===== src/sv/ppg_heartbeat_detector_top_defines.svh =====
// assertion macros for the rtl controller
`ifndef PPG_HEARTBEAT_DETECTOR_TOP_DEFINES_SVH
`define PPG_HEARTBEAT_DETECTOR_TOP_DEFINES_SVH

// same-cycle implication, clocked on i_clk, off during reset
`define PPG_ASSERT_IMP(lbl, ante, cons) \
    lbl: assert property (@(posedge i_clk) disable iff (!i_rst_n) (ante) |-> (cons)) \
        else $error("ppg assertion failed");

// next-cycle implication
`define PPG_ASSERT_NXT(lbl, ante, cons) \
    lbl: assert property (@(posedge i_clk) disable iff (!i_rst_n) (ante) |=> (cons)) \
        else $error("ppg assertion failed");

`endif


===== src/sv/ppg_pkg.sv =====
package ppg_pkg;

    localparam int SAMPLE_WIDTH_DEF = 16;
    localparam int CFG_IDX_W  = 3;
    localparam int CFG_DATA_W = 18;
    localparam int DIV_W      = 25;
    localparam int SS_W       = 26;
    localparam int HYST_W     = 13;
    localparam int OUT_W      = 24;

    localparam logic [CFG_IDX_W-1:0] REG_FINGER_ON  = 3'd0;
    localparam logic [CFG_IDX_W-1:0] REG_FINGER_OFF = 3'd1;
    localparam logic [CFG_IDX_W-1:0] REG_TIMEOUT    = 3'd2;
    localparam logic [CFG_IDX_W-1:0] REG_PRIME      = 3'd3;
    localparam logic [CFG_IDX_W-1:0] REG_OFFSET     = 3'd4;
    localparam logic [CFG_IDX_W-1:0] REG_HYST_MIN   = 3'd5;
    localparam logic [CFG_IDX_W-1:0] REG_HYST_MAX   = 3'd6;

    localparam logic [17:0] FINGER_ON_RST  = 18'd20000;
    localparam logic [17:0] FINGER_OFF_RST = 18'd5000;
    localparam logic [15:0] TIMEOUT_RST    = 16'd1800;
    localparam logic [4:0]  PRIME_RST      = 5'd20;
    localparam logic [15:0] OFFSET_RST     = 16'd200;
    localparam logic [11:0] HYST_MIN_RST   = 12'd35;
    localparam logic [11:0] HYST_MAX_RST   = 12'd120;

    localparam logic [16:0] ONE_Q16 = 17'd65536;
    localparam logic [16:0] K99     = 17'd64881;
    localparam logic [16:0] K95     = 17'd62259;
    localparam logic [16:0] K60     = 17'd39322;
    localparam logic [16:0] K20     = 17'd13107;
    localparam logic [16:0] K05     = 17'd3277;

    localparam logic signed [31:0] VALLEY_FILL = 32'sh007FFF00;
    localparam logic [15:0] BPM_NUM   = 16'd60000;
    localparam logic [4:0]  COUNT_CAP = 5'd25;
    // divide by fifteen as a multiply by ceil(2^29 / 15), exact below 2^25
    localparam logic [25:0] HYST_RECIP = 26'd35791395;
    localparam int          HYST_SHIFT = 29;

    localparam logic [1:0] EV_NONE  = 2'd0;
    localparam logic [1:0] EV_BEAT  = 2'd1;
    localparam logic [1:0] EV_GONE  = 2'd2;
    localparam logic [1:0] EV_FAULT = 2'd3;

    localparam logic [3:0] OP_NOP       = 4'd0;
    localparam logic [3:0] OP_LOAD      = 4'd1;
    localparam logic [3:0] OP_PRE       = 4'd2;
    localparam logic [3:0] OP_MUL_A     = 4'd3;
    localparam logic [3:0] OP_MUL_B     = 4'd4;
    localparam logic [3:0] OP_WRITE     = 4'd5;
    localparam logic [3:0] OP_SHIFT_MUL = 4'd6;
    localparam logic [3:0] OP_SHIFT_CMP = 4'd7;
    localparam logic [3:0] OP_HOLD      = 4'd8;
    localparam logic [3:0] OP_DIV_H     = 4'd9;
    localparam logic [3:0] OP_HYST      = 4'd10;
    localparam logic [3:0] OP_BEAT      = 4'd11;
    localparam logic [3:0] OP_DIV_B     = 4'd12;
    localparam logic [3:0] OP_BPM       = 4'd13;
    localparam logic [3:0] OP_EMIT      = 4'd14;

    localparam logic [2:0] T_BASE  = 3'd0;
    localparam logic [2:0] T_HP    = 3'd1;
    localparam logic [2:0] T_LP    = 3'd2;
    localparam logic [2:0] T_SPK60 = 3'd3;
    localparam logic [2:0] T_SVL60 = 3'd4;
    localparam logic [2:0] T_SVL99 = 3'd5;
    localparam logic [2:0] T_SPK99 = 3'd6;

    typedef struct packed {
        logic [3:0] op;
        logic [2:0] tgt;
    } t_cmd;

    typedef struct packed {
        logic filter;
        logic pto;
        logic vto;
        logic cond;
        logic rise;
        logic div_busy;
    } t_status;

    function automatic logic signed [31:0] sat32(input logic signed [63:0] v);
        logic signed [31:0] r;
        if (v > 64'sd2147483647) begin
            r = 32'sh7FFFFFFF;
        end else if (v < -64'sd2147483648) begin
            r = 32'sh80000000;
        end else begin
            r = v[31:0];
        end
        return r;
    endfunction

endpackage


===== src/sv/ppg_ctrl.sv =====
`include "ppg_heartbeat_detector_top_defines.svh"

module ppg_ctrl
    import ppg_pkg::*;
(
    input  logic    i_clk,
    input  logic    i_rst_n,
    input  logic    i_s_tvalid,
    output logic    o_s_tready,
    output logic    o_m_tvalid,
    input  logic    i_m_tready,
    input  t_status i_status,
    output t_cmd    o_cmd
);

    localparam logic [4:0] S_IDLE  = 5'd0;
    localparam logic [4:0] S_PRE   = 5'd1;
    localparam logic [4:0] S_MA    = 5'd2;
    localparam logic [4:0] S_MB    = 5'd3;
    localparam logic [4:0] S_MW    = 5'd4;
    localparam logic [4:0] S_SMUL  = 5'd5;
    localparam logic [4:0] S_SCMP  = 5'd6;
    localparam logic [4:0] S_HOLD  = 5'd7;
    localparam logic [4:0] S_DIVH  = 5'd8;
    localparam logic [4:0] S_WDIVH = 5'd9;
    localparam logic [4:0] S_HYST  = 5'd10;
    localparam logic [4:0] S_BEAT  = 5'd11;
    localparam logic [4:0] S_RISE  = 5'd12;
    localparam logic [4:0] S_DIVB  = 5'd13;
    localparam logic [4:0] S_WDIVB = 5'd14;
    localparam logic [4:0] S_BPM   = 5'd15;
    localparam logic [4:0] S_OUT   = 5'd16;

    logic [4:0] r_state, n_state;
    logic [2:0] r_tgt, n_tgt;
    logic       r_m_valid, n_m_valid;

    always_comb begin
        n_state   = r_state;
        n_tgt     = r_tgt;
        n_m_valid = r_m_valid & ~i_m_tready;
        o_cmd.op  = OP_NOP;
        o_cmd.tgt = r_tgt;
        case (r_state)
            S_IDLE: begin
                if (i_s_tvalid) begin
                    o_cmd.op = OP_LOAD;
                    n_state  = S_PRE;
                end
            end
            S_PRE: begin
                o_cmd.op = OP_PRE;
                if (i_status.filter) begin
                    n_state = S_MA;
                    n_tgt   = T_BASE;
                end else begin
                    n_state = S_OUT;
                end
            end
            S_MA: begin
                o_cmd.op = OP_MUL_A;
                n_state  = S_MB;
            end
            S_MB: begin
                o_cmd.op = OP_MUL_B;
                n_state  = S_MW;
            end
            S_MW: begin
                o_cmd.op = OP_WRITE;
                case (r_tgt)
                    T_BASE: begin
                        n_state = S_MA;
                        n_tgt   = T_HP;
                    end
                    T_HP: begin
                        n_state = S_MA;
                        n_tgt   = T_LP;
                    end
                    T_LP:    n_state = S_SMUL;
                    T_SPK60: begin
                        if (i_status.vto) begin
                            n_state = S_MA;
                            n_tgt   = T_SVL60;
                        end else begin
                            n_state = S_DIVH;
                        end
                    end
                    T_SVL60: n_state = S_DIVH;
                    T_SVL99: n_state = S_BEAT;
                    default: n_state = S_RISE;
                endcase
            end
            S_SMUL: begin
                o_cmd.op = OP_SHIFT_MUL;
                n_state  = S_SCMP;
            end
            S_SCMP: begin
                o_cmd.op = OP_SHIFT_CMP;
                n_state  = S_HOLD;
            end
            S_HOLD: begin
                o_cmd.op = OP_HOLD;
                if (i_status.pto) begin
                    n_state = S_MA;
                    n_tgt   = T_SPK60;
                end else if (i_status.vto) begin
                    n_state = S_MA;
                    n_tgt   = T_SVL60;
                end else begin
                    n_state = S_DIVH;
                end
            end
            S_DIVH: begin
                o_cmd.op = OP_DIV_H;
                n_state  = S_WDIVH;
            end
            S_WDIVH: begin
                if (!i_status.div_busy) begin
                    n_state = S_HYST;
                end
            end
            S_HYST: begin
                o_cmd.op = OP_HYST;
                n_state  = S_MA;
                n_tgt    = i_status.cond ? T_SVL99 : T_SPK99;
            end
            S_BEAT: begin
                o_cmd.op = OP_BEAT;
                n_state  = S_RISE;
            end
            S_RISE: begin
                n_state = i_status.rise ? S_DIVB : S_OUT;
            end
            S_DIVB: begin
                o_cmd.op = OP_DIV_B;
                n_state  = S_WDIVB;
            end
            S_WDIVB: begin
                if (!i_status.div_busy) begin
                    n_state = S_BPM;
                end
            end
            S_BPM: begin
                o_cmd.op = OP_BPM;
                n_state  = S_OUT;
            end
            S_OUT: begin
                if (!r_m_valid || i_m_tready) begin
                    o_cmd.op  = OP_EMIT;
                    n_m_valid = 1'b1;
                    n_state   = S_IDLE;
                end
            end
            default: n_state = S_IDLE;
        endcase
    end

    always_ff @(posedge i_clk) begin
        if (!i_rst_n) begin
            r_state   <= S_IDLE;
            r_tgt     <= T_BASE;
            r_m_valid <= 1'b0;
        end else begin
            r_state   <= n_state;
            r_tgt     <= n_tgt;
            r_m_valid <= n_m_valid;
        end
    end

    assign o_s_tready = (r_state == S_IDLE);
    assign o_m_tvalid = r_m_valid;

    `PPG_ASSERT_NXT(a_accept_to_pre, r_state == S_IDLE && i_s_tvalid, r_state == S_PRE)
    `PPG_ASSERT_NXT(a_divh_done, r_state == S_WDIVH && !i_status.div_busy, r_state == S_HYST)
    `PPG_ASSERT_NXT(a_emit_valid, o_cmd.op == OP_EMIT, o_m_tvalid && r_state == S_IDLE)
    `PPG_ASSERT_IMP(a_busy_waits, i_status.div_busy, r_state == S_WDIVH || r_state == S_WDIVB)

endmodule


===== src/sv/ppg_dp.sv =====
module ppg_dp
    import ppg_pkg::*;
#(
    parameter int SAMPLE_WIDTH = SAMPLE_WIDTH_DEF
) (
    input  logic                    i_clk,
    input  logic                    i_rst_n,
    input  logic [SAMPLE_WIDTH-1:0] i_red_level,
    input  logic [SAMPLE_WIDTH-1:0] i_ir_one_level,
    input  logic [SAMPLE_WIDTH-1:0] i_ir_two_level,
    input  logic [31:0]             i_now_ms,
    input  logic                    i_cfg_valid,
    input  logic [CFG_IDX_W-1:0]    i_cfg_index,
    input  logic [CFG_DATA_W-1:0]   i_cfg_data,
    input  t_cmd                    i_cmd,
    output t_status                 o_status,
    output logic [OUT_W-1:0]        o_data
);

    localparam int IRW  = SAMPLE_WIDTH + 1;
    localparam int TW   = SAMPLE_WIDTH + 2;
    localparam int CW   = (TW > 18) ? TW : 18;
    localparam int AW   = (SAMPLE_WIDTH + 10 > 33) ? SAMPLE_WIDTH + 10 : 33;
    localparam int PW   = AW + 18;
    localparam int ACCW = PW + 1;
    localparam int DCW  = $clog2(DIV_W + 1);
    localparam int HQW  = DIV_W + HYST_SHIFT;
    localparam logic signed [ACCW-1:0] HALF8  = ACCW'(128);
    localparam logic signed [ACCW-1:0] HALF16 = ACCW'(32768);

    // configuration
    logic [17:0] r_on, r_off;
    logic [15:0] r_timeout, r_offset;
    logic [4:0]  r_prime;
    logic [11:0] r_hmin, r_hmax;

    // sample
    logic [SAMPLE_WIDTH-1:0] r_red, r_ir1, r_ir2;
    logic [31:0]             r_now;

    // detector state
    logic [TW-1:0]            r_prev_total;
    logic [4:0]               r_finger;
    logic signed [31:0]       r_base, r_hp, r_lp, r_pk, r_vl, r_spk, r_svl;
    logic signed [HYST_W-1:0] r_hyst;
    logic signed [SS_W-1:0]   r_ss;
    logic                     r_beat_now, r_beat_before;
    logic [31:0]              r_pk_time, r_vl_time, r_last_beat;

    // work registers
    logic signed [ACCW-1:0] r_acc;
    logic                   r_cond, r_gap_zero;
    logic [1:0]             r_event;
    logic [15:0]            r_bpm;
    logic [31:0]            r_div_rem, r_div_den;
    logic [DIV_W-1:0]       r_div_q;
    logic [DCW-1:0]         r_div_cnt;
    logic [OUT_W-1:0]       r_out;

    // front-end arithmetic
    logic [TW-1:0]  total;
    logic [IRW-1:0] irsum;
    logic [CW-1:0]  tot_c, on_c, off_c;
    logic           zero, set_one, prime, below_off, above_on;
    logic [5:0]     f_inc;
    logic [4:0]     fing_new;

    assign zero      = (r_red == '0) && (r_ir1 == '0) && (r_ir2 == '0);
    assign total     = TW'(r_red) + TW'(r_ir1) + TW'(r_ir2);
    assign irsum     = IRW'(r_ir1) + IRW'(r_ir2);
    assign tot_c     = CW'(total);
    assign on_c      = CW'(r_on);
    assign off_c     = CW'(r_off);
    assign set_one   = (CW'(r_prev_total) < on_c) && (tot_c > on_c);
    assign f_inc     = (set_one ? 6'd1 : {1'b0, r_finger}) + 6'd1;
    assign fing_new  = (f_inc > {1'b0, COUNT_CAP}) ? COUNT_CAP : f_inc[4:0];
    assign prime     = fing_new < r_prime;
    assign below_off = tot_c < off_c;
    assign above_on  = tot_c > on_c;

    // shared multiplier operands
    logic signed [AW-1:0]  x_val, x_op, m_a;
    logic signed [31:0]    d_val, s_op, sm_res;
    logic [16:0]           coef;
    logic signed [17:0]    m_b;
    logic signed [PW-1:0]  prod;

    assign x_val  = AW'({1'b0, irsum, 8'd0});
    assign d_val  = sat32(64'(x_val) - 64'(r_base));
    assign sm_res = sat32(64'((r_acc + HALF16) >>> 16));

    always_comb begin
        case (i_cmd.tgt)
            T_BASE: begin
                x_op = x_val;
                s_op = r_base;
                coef = K99;
            end
            T_HP: begin
                x_op = AW'(d_val);
                s_op = r_hp;
                coef = K20;
            end
            T_LP: begin
                x_op = AW'(d_val);
                s_op = r_lp;
                coef = K95;
            end
            T_SPK60: begin
                x_op = AW'(r_pk);
                s_op = r_spk;
                coef = K60;
            end
            T_SVL60: begin
                x_op = AW'(r_vl);
                s_op = r_svl;
                coef = K60;
            end
            T_SVL99: begin
                x_op = AW'(r_vl);
                s_op = r_svl;
                coef = K99;
            end
            default: begin
                x_op = AW'(r_pk);
                s_op = r_spk;
                coef = K99;
            end
        endcase
    end

    always_comb begin
        case (i_cmd.op)
            OP_MUL_A: begin
                m_a = x_op;
                m_b = {1'b0, ONE_Q16 - coef};
            end
            OP_MUL_B: begin
                m_a = AW'(s_op);
                m_b = {1'b0, coef};
            end
            default: begin
                m_a = AW'(r_ss);
                m_b = {1'b0, K05};
            end
        endcase
    end

    assign prod = m_a * m_b;

    // beat compare
    logic signed [ACCW-1:0] shift_term;
    logic signed [34:0]     shifted, hp2;

    assign shift_term = (r_acc + HALF8) >>> 8;
    assign shifted    = 35'(r_lp) - 35'(shift_term);
    assign hp2        = 35'(r_hp) + 35'($signed({r_hyst, 8'd0}));

    // peak and valley holds
    logic signed [31:0] pk_new, vl_new;
    logic               pto, vto;

    assign pk_new = (r_pk == 0 || r_hp > r_pk) ? r_hp : r_pk;
    assign vl_new = (r_vl == 0 || r_hp < r_vl) ? r_hp : r_vl;
    assign pto    = (r_now - r_pk_time) > {16'd0, r_timeout};
    assign vto    = (r_now - r_vl_time) > {16'd0, r_timeout};

    // signal size from smoothed peak and valley
    logic signed [32:0]   diff;
    logic [32:0]          diff_mag;
    logic [DIV_W-1:0]     diff_q;
    logic signed [SS_W-1:0] ss_new;

    assign diff     = 33'(r_spk) - 33'(r_svl);
    assign diff_mag = diff[32] ? 33'(-diff) : 33'(diff);
    assign diff_q   = diff_mag[32:8];
    assign ss_new   = diff[32] ? -$signed({1'b0, diff_q}) : $signed({1'b0, diff_q});

    // hysteresis clamp
    logic [SS_W-1:0]          ss_mag;
    logic [HQW-1:0]           hq_prod;
    logic signed [DIV_W:0]    hq, h_s;
    logic [11:0]              hc;
    logic signed [HYST_W-1:0] hyst_new;

    assign ss_mag  = r_ss[SS_W-1] ? SS_W'(-r_ss) : SS_W'(r_ss);
    assign hq_prod = HQW'(ss_mag[DIV_W-1:0]) * HQW'(HYST_RECIP);
    assign hq      = $signed({1'b0, r_div_q});
    assign h_s     = r_ss[SS_W-1] ? -hq : hq;

    always_comb begin
        if (h_s < $signed((DIV_W + 1)'({1'b0, r_hmin}))) begin
            hc = r_hmin;
        end else if (h_s > $signed((DIV_W + 1)'({1'b0, r_hmax}))) begin
            hc = r_hmax;
        end else begin
            hc = h_s[11:0];
        end
    end

    assign hyst_new = r_cond ? -$signed({1'b0, hc}) : $signed({1'b0, hc});

    // radix-2 restoring divider
    logic [32:0] div_sh;
    logic        div_ge;
    logic [31:0] gap;

    assign div_sh = {r_div_rem, r_div_q[DIV_W-1]};
    assign div_ge = div_sh >= {1'b0, r_div_den};
    assign gap    = r_now - r_last_beat;

    always_ff @(posedge i_clk) begin
        if (!i_rst_n) begin
            r_div_cnt <= '0;
        end else if (i_cmd.op == OP_DIV_B) begin
            r_div_cnt <= DCW'(DIV_W);
        end else if (r_div_cnt != '0) begin
            r_div_cnt <= r_div_cnt - 1'b1;
        end
    end

    always_ff @(posedge i_clk) begin
        if (i_cmd.op == OP_DIV_H) begin
            r_div_q <= hq_prod[HQW-1:HYST_SHIFT];
        end else if (i_cmd.op == OP_DIV_B) begin
            r_div_rem <= '0;
            r_div_q   <= DIV_W'(BPM_NUM);
            r_div_den <= gap;
        end else if (r_div_cnt != '0) begin
            r_div_rem <= div_ge ? 32'(div_sh - {1'b0, r_div_den}) : div_sh[31:0];
            r_div_q   <= {r_div_q[DIV_W-2:0], div_ge};
        end
    end

    // configuration writes
    always_ff @(posedge i_clk) begin
        if (!i_rst_n) begin
            r_on      <= FINGER_ON_RST;
            r_off     <= FINGER_OFF_RST;
            r_timeout <= TIMEOUT_RST;
            r_prime   <= PRIME_RST;
            r_offset  <= OFFSET_RST;
            r_hmin    <= HYST_MIN_RST;
            r_hmax    <= HYST_MAX_RST;
        end else if (i_cfg_valid) begin
            case (i_cfg_index)
                REG_FINGER_ON:  r_on      <= i_cfg_data;
                REG_FINGER_OFF: r_off     <= i_cfg_data;
                REG_TIMEOUT:    r_timeout <= i_cfg_data[15:0];
                REG_PRIME:      r_prime   <= i_cfg_data[4:0];
                REG_OFFSET:     r_offset  <= i_cfg_data[15:0];
                REG_HYST_MIN:   r_hmin    <= i_cfg_data[11:0];
                REG_HYST_MAX:   r_hmax    <= i_cfg_data[11:0];
                default: ;
            endcase
        end
    end

    // sample and work registers
    always_ff @(posedge i_clk) begin
        if (i_cmd.op == OP_LOAD) begin
            r_red <= i_red_level;
            r_ir1 <= i_ir_one_level;
            r_ir2 <= i_ir_two_level;
            r_now <= i_now_ms;
        end
        case (i_cmd.op)
            OP_MUL_A:     r_acc <= ACCW'(prod);
            OP_MUL_B:     r_acc <= r_acc + ACCW'(prod);
            OP_SHIFT_MUL: r_acc <= ACCW'(prod);
            OP_SHIFT_CMP: r_cond <= hp2 < shifted;
            OP_DIV_B:     r_gap_zero <= (gap == '0);
            OP_EMIT:      r_out <= OUT_W'({r_beat_now, r_bpm, r_event});
            default: ;
        endcase
    end

    // detector state
    always_ff @(posedge i_clk) begin
        if (!i_rst_n) begin
            r_prev_total  <= '0;
            r_finger      <= '0;
            r_base        <= '0;
            r_hp          <= '0;
            r_lp          <= '0;
            r_hyst        <= '0;
            r_pk          <= '0;
            r_vl          <= '0;
            r_spk         <= '0;
            r_svl         <= '0;
            r_ss          <= '0;
            r_beat_now    <= 1'b0;
            r_beat_before <= 1'b0;
            r_pk_time     <= '0;
            r_vl_time     <= '0;
            r_last_beat   <= '0;
            r_event       <= EV_NONE;
            r_bpm         <= '0;
        end else begin
            case (i_cmd.op)
                OP_PRE: begin
                    r_bpm <= '0;
                    if (zero) begin
                        r_prev_total  <= '0;
                        r_finger      <= '0;
                        r_base        <= '0;
                        r_hp          <= '0;
                        r_lp          <= '0;
                        r_hyst        <= '0;
                        r_pk          <= '0;
                        r_vl          <= '0;
                        r_spk         <= '0;
                        r_svl         <= '0;
                        r_ss          <= '0;
                        r_beat_now    <= 1'b0;
                        r_beat_before <= 1'b0;
                        r_pk_time     <= '0;
                        r_vl_time     <= '0;
                        r_last_beat   <= '0;
                        r_event       <= EV_FAULT;
                    end else begin
                        if (r_pk_time == '0) begin
                            r_pk_time <= r_now;
                        end
                        if (r_vl_time == '0) begin
                            r_vl_time <= r_now;
                        end
                        r_prev_total <= total;
                        r_finger     <= fing_new;
                        if (prime) begin
                            r_base  <= sat32($signed(64'(total) - 64'(r_offset)) <<< 8);
                            r_event <= EV_NONE;
                        end else begin
                            r_event <= below_off ? EV_GONE : EV_NONE;
                        end
                    end
                end
                OP_WRITE: begin
                    case (i_cmd.tgt)
                        T_BASE: r_base <= sm_res;
                        T_HP:   r_hp   <= sm_res;
                        T_LP:   r_lp   <= sm_res;
                        T_SVL60: begin
                            r_svl     <= sm_res;
                            r_vl      <= '0;
                            r_vl_time <= r_now;
                        end
                        T_SVL99: r_svl <= sm_res;
                        default: begin
                            r_spk     <= sm_res;
                            r_pk      <= '0;
                            r_pk_time <= r_now;
                        end
                    endcase
                end
                OP_HOLD: begin
                    r_pk <= pk_new;
                    r_vl <= vl_new;
                end
                OP_HYST: begin
                    r_hyst        <= hyst_new;
                    r_beat_before <= r_beat_now;
                    r_beat_now    <= r_cond;
                end
                OP_BEAT: begin
                    r_ss      <= ss_new;
                    r_vl      <= VALLEY_FILL;
                    r_vl_time <= r_now;
                end
                OP_DIV_B: r_last_beat <= r_now;
                OP_BPM: begin
                    r_bpm   <= r_gap_zero ? BPM_NUM : r_div_q[15:0];
                    r_event <= EV_BEAT;
                end
                default: ;
            endcase
        end
    end

    assign o_status.filter   = !zero && !prime && !below_off && above_on;
    assign o_status.pto      = pto;
    assign o_status.vto      = vto;
    assign o_status.cond     = r_cond;
    assign o_status.rise     = !r_beat_before && r_beat_now;
    assign o_status.div_busy = (r_div_cnt != '0);
    assign o_data            = r_out;

endmodule


===== src/sv/ppg_heartbeat_detector_top.sv =====
// Heartbeat detector for a three-channel optical pulse sensor. Each accepted
// reading produces exactly one result: event (0 none, 1 beat with bpm, 2 finger
// gone, 3 all-zero fault that clears the detector state), bpm and the current
// beat level. A reading handled before the filters (fault, priming, finger gone,
// total between the levels) goes from the pre-check straight to the output
// register; a filtered reading also passes up to six smoother updates, each a
// multiply, accumulate and write on the one shared multiplier, and, when a
// beat starts, one 25-step pass through the bit-serial bpm divider; the
// hysteresis size divides by fifteen with a reciprocal multiply. One reading
// is processed at a time; the next is taken while a result still waits in the
// output register. Configuration is written at any time the block is idle and
// the write channel is always ready.
module ppg_heartbeat_detector_top
    import ppg_pkg::*;
#(
    parameter int SAMPLE_WIDTH = SAMPLE_WIDTH_DEF
) (
    input  logic                    i_clk,
    input  logic                    i_rst_n,
    input  logic                    i_s_tvalid,
    output logic                    o_s_tready,
    // red_level, ir_one_level, ir_two_level, now_ms, zero pad
    input  logic [((3 * SAMPLE_WIDTH + 32 + 7) / 8) * 8 - 1:0] i_s_tdata,
    output logic                    o_m_tvalid,
    input  logic                    i_m_tready,
    // event_res, beats_per_minute, beat_level, zero pad
    output logic [OUT_W-1:0]        o_m_tdata,
    input  logic                    i_cfg_valid,
    output logic                    o_cfg_ready,
    input  logic [CFG_IDX_W-1:0]    i_cfg_index,
    input  logic [CFG_DATA_W-1:0]   i_cfg_data
);

    localparam int SW = SAMPLE_WIDTH;

    t_cmd    cmd;
    t_status status;

    ppg_ctrl u_ctrl (
        .i_clk      (i_clk),
        .i_rst_n    (i_rst_n),
        .i_s_tvalid (i_s_tvalid),
        .o_s_tready (o_s_tready),
        .o_m_tvalid (o_m_tvalid),
        .i_m_tready (i_m_tready),
        .i_status   (status),
        .o_cmd      (cmd)
    );

    ppg_dp #(
        .SAMPLE_WIDTH (SAMPLE_WIDTH)
    ) u_dp (
        .i_clk          (i_clk),
        .i_rst_n        (i_rst_n),
        .i_red_level    (i_s_tdata[SW-1:0]),
        .i_ir_one_level (i_s_tdata[2*SW-1:SW]),
        .i_ir_two_level (i_s_tdata[3*SW-1:2*SW]),
        .i_now_ms       (i_s_tdata[3*SW+31:3*SW]),
        .i_cfg_valid    (i_cfg_valid),
        .i_cfg_index    (i_cfg_index),
        .i_cfg_data     (i_cfg_data),
        .i_cmd          (cmd),
        .o_status       (status),
        .o_data         (o_m_tdata)
    );

    assign o_cfg_ready = 1'b1;

endmodule


===== config.mk =====
export PLATFORM = sky130hd
export DESIGN_NAME = ppg_heartbeat_detector_top
export DESIGN_NICKNAME = d
export VERILOG_FILES = /design/src/sv/ppg_pkg.sv /design/src/sv/ppg_ctrl.sv /design/src/sv/ppg_dp.sv /design/src/sv/ppg_heartbeat_detector_top.sv
export VERILOG_INCLUDE_DIRS = /design/src /design/src/sv
export SDC_FILE = /design/constraint.sdc
export NUM_CORES = 2
export LEC_CHECK = 0
export BUFFER_PORTS_ARGS = -buffer_cell sky130_fd_sc_hd__buf_2
export CORE_MARGIN = 3
export CORE_UTILIZATION = 50
export CTS_BUF_LIST = sky130_fd_sc_hd__clkbuf_4
export DETAILED_ROUTE_END_ITERATION = 10
export PLACE_DENSITY = 0.66
export SYNTH_ARGS = -nofsm -noshare
export SYNTH_HDL_FRONTEND = slang
export SYNTH_HIERARCHICAL = 1
export SYNTH_SLANG_ARGS = --single-unit

===== constraint.sdc =====
create_clock -name i_clk -period 32.8 [get_ports i_clk]
set_clock_uncertainty 0.15 [all_clocks]
set_input_delay 1.64 -clock i_clk [delete_from_list [all_inputs] [get_ports i_clk]]
set_output_delay 1.64 -clock i_clk [all_outputs]
set_load 0.01 [all_outputs]

==> metrics.txt <==
H-Tree Depth=4; CP bufs+invs=4; vias in the first global route=71,135; max-slew violations=0; Root Buffer=clkbuf_4; drt wl/cell=23.2 um; status=finished, final reports clean; Port Buffers=roughly 130; Comb power frac=65.9%; die width=between 400 and 500 um; Reg2Reg Depth=between 50 and 60; grt ovf=0; Power Dens Cells=79.5 mW/mm2; Max Cap Viol=0; Ports=133; nets=11,507; Mapped Cells=9,843; worst-path fanout max=10; PostCTS Resize Cnt=0; Max clock buf depth=3; iteration-0 DRC count of the detailed router=7,722; Synth top area share=between 10% and 20%; Max stage delay on crit path=760 ps; Via Count=73,239; area leader, netlist=fa_1; CTS tree=built; CTS Buf Count=213; post-synthesis xor/xnor area fraction=4.73%; Final Critical Period=17,460 ps; total track usage=33.5%; Int Pwr=3.40 mW; clk slew on worst S/H paths=70 ps; Async S/R FF share, synth=0%; CP Class=reg2reg; Max stage delay cell, worst path=and3_1; Reg power frac=a little over a fifth; initial antenna violation count=18; setup TNS=0 ps; CTS Hold Bufs=0; synth warn=6; DR pass1 iterations=8; die area=0.167 mm2; Seq cells post-synth=755; Final ANT Viol Nets=0; Vias/cell=5.97; clk_lat worst skew=1320 ps; FILL cells=15,389; detailed placement HPWL=223,000 um; largest net degree at the start of global routing=224; Crit path depth=57; DIE HEIGHT=408 um; Sink Count=755; Clock Power Share=13.3%; delay-heaviest family, CP=compound AO/OA/AOI/OAI gates; area of the mapped netlist=0.0810 mm2; Post-CTS Setup Repair Bufs=0; sequential fraction of the synthesis area=21.6%; fin crit share=53.2%; worst vdd ir=0.106 mV; first-pass GRT wire length=~430,000 um; mux cell area share after synthesis=1.79%; Tightest Pin Transition=about 1500 ps; num rows=147; share of cells above drive strength 1=7.35%; HP Class=reg2reg; Distinct cells, synth=110; worst rel slew slack=2.10%; fmax=57.3 MHz; Synth Area in Simple Gates=roughly 17%; main combinational cell family by area after synthesis=adder cells; post-synthesis compound-gate area fraction=18.0%; RSZ-0062 raised after global routing=no; Synth Area in Adders=28.6%; area grow syn2layout=7.16%; Fin. Hold Viols=0; Hold Crit Depth=0; initial core utilization=50.4%; CORE AREA=between 0.15 and 0.2 mm2; crit end category=flop; top post-synthesis cells by area=fa_1 (15%), ha_1 (14%), dfxtp_1 (13%); Setup crit start kind=flop; Switch Pwr=3.50 mW; final WL=between 200,000 and 300,000 um; Most used DFF post-synth=dfxtp_1; Crit path required time=around 34,000 ps; final setup fails=0; Leakage=39.5 nW; switching share of power=50.7%; Critical Path AT=18,350 ps; Post-synth EDFFs=239; synthesized area per cell=about 8.2 um2; worst hold slack=286 ps; DRC violation count after routing=0; GPL Wtd Cong=1.05
## Yosys cell counts, types with 35 or more instances
cell type,n
and3_1,50
nand2b_1,116
nand2_1,1248
nor4_1,75
nor2_1,614
o21bai_1,42
o211ai_1,70
a21boi_0,44
xor2_1,152
or3_1,51
dfxtp_1,516
xnor2_1,285
nor3_1,158
and2_1,91
mux2i_1,117
o21ai_0,357
ha_1,880
inv_1,1316
o21a_1,85
o31ai_1,47
buf_1,40
a31oi_1,61
a22oi_1,53
nand4_1,79
edfxtp_1,239
a21o_1,230
clkbuf_1,332
nand3_1,251
fa_1,607
nor2b_1,135
o22ai_1,35
a21oi_1,855
a211oi_1,118
## layer usage
layer / GRT usage [%] / vias to the layer above / routed length, um
li1: - / 33902 / -
met3: 8.21 / 644 / 28100
met2: 49.3 / 3399 / 119000
met5: 0 / - / 29
met4: 13.7 / 4 / 12900
met1: 47.1 / 35290 / 124000
## worst paths after layout
kind                                 startpoint              to  slack [ps]
worst max register to register    u_dp/r_ir1[1]  u_dp/r_acc[50]       15340
worst max-delay path              u_dp/r_ir1[1]  u_dp/r_acc[50]       15340
worst min-delay path            u_dp/r_event[0]  u_dp/o_data[0]         290
worst min register to register  u_dp/r_event[0]  u_dp/o_data[0]         290
## cells in the final DEF, fill, tap and decap left out, types with 22 or more instances in the layout
| cell type | count |
|---|---|
| inv_1 | 1316 |
| nand2_1 | 1247 |
| ha_1 | 880 |
| a21oi_1 | 848 |
| nor2_1 | 609 |
| fa_1 | 607 |
| dfxtp_1 | 512 |
| o21ai_0 | 352 |
| clkbuf_4 | 309 |
| xnor2_1 | 285 |
| nand3_1 | 251 |
| edfxtp_1 | 239 |
| a21o_1 | 230 |
| xor2_1 | 152 |
| nor3_1 | 149 |
| nor2b_1 | 134 |
| buf_2 | 126 |
| mux2i_1 | 117 |
| buf_4 | 116 |
| nand2b_1 | 116 |
| a211oi_1 | 116 |
| and2_1 | 91 |
| o21a_1 | 84 |
| nand4_1 | 79 |
| nor4_1 | 75 |
| o211ai_1 | 70 |
| clkinv_1 | 61 |
| a31oi_1 | 59 |
| a22oi_1 | 53 |
| and3_1 | 50 |
| or3_1 | 48 |
| o31ai_1 | 46 |
| a21boi_0 | 43 |
| o21bai_1 | 42 |
| o22ai_1 | 35 |
| or2_2 | 28 |
| o31a_1 | 22 |
## through the flow
stage | cells | area [um2] | power [mW] | util (%) | setup WS [ps]
6_report | 12266 | 86800 | 6.90 | 54.0 | 15340
4_1_cts | 12256 | 86800 | 6.82 | 54.0 | 15600
3_5_place_dp | 11859 | 84000 | 5.86 | 52.2 | 15770
2_1_floorplan | 9847 | 81000 | 4.63 | - | 18360
5_1_grt | 12263 | 86800 | 7.47 | 54.0 | 14280
3_3_place_gp | 11859 | 84000 | 5.79 | 52.2 | 15970
## sequential cells by signal (all words and copies together) (netlist names), 25 cells and up
name	flops
u_dp/r_now	32
u_dp/r_svl	32
u_dp/r_last_beat	32
u_dp/r_pk_time	32
u_dp/r_div_q	25
u_dp/r_lp	32
u_dp/r_spk	32
u_dp/r_div_den	32
u_dp/r_ss	26
u_dp/r_vl_time	32
u_dp/r_vl	32
u_dp/r_pk	32
u_dp/r_acc	52
u_dp/r_hp	32
u_dp/r_div_rem	32
u_dp/r_base	32
## cell families after synthesis
family	Yosys count
xor+xnor	437
flops	755
fa+ha+maj	1487
simple gates	3012
other cells	2
mux	137
buf+inv	1711
compound gates	2302
## area by class of cell
type | instances | area (um2) | share of cell area (%)
clock inverter | 88 | 450 | 0.519
clock buffer | 309 | 2320 | 2.67
tap | 2160 | 2700 | 3.11
inverter | 1320 | 4960 | 5.72
sequential | 755 | 17500 | 20.2
antenna | 10 | 25.0 | 0.0288
multi-input combinational | 7381 | 57300 | 66.0
timing repair buffer | 243 | 1520 | 1.75
## power by group through the flow
stage | combinational [mW] | sequential [mW] | clock [mW]
detailed placement | 4.42 | 1.45 | 0
CTS | 4.45 | 1.43 | 0.937
global placement | 4.34 | 1.44 | 0
finish | 4.54 | 1.44 | 0.917
floorplan | 3.29 | 1.34 | 0
global route | 5.03 | 1.45 | 0.990
No activity file was read; power rests on OpenSTA's default activity.
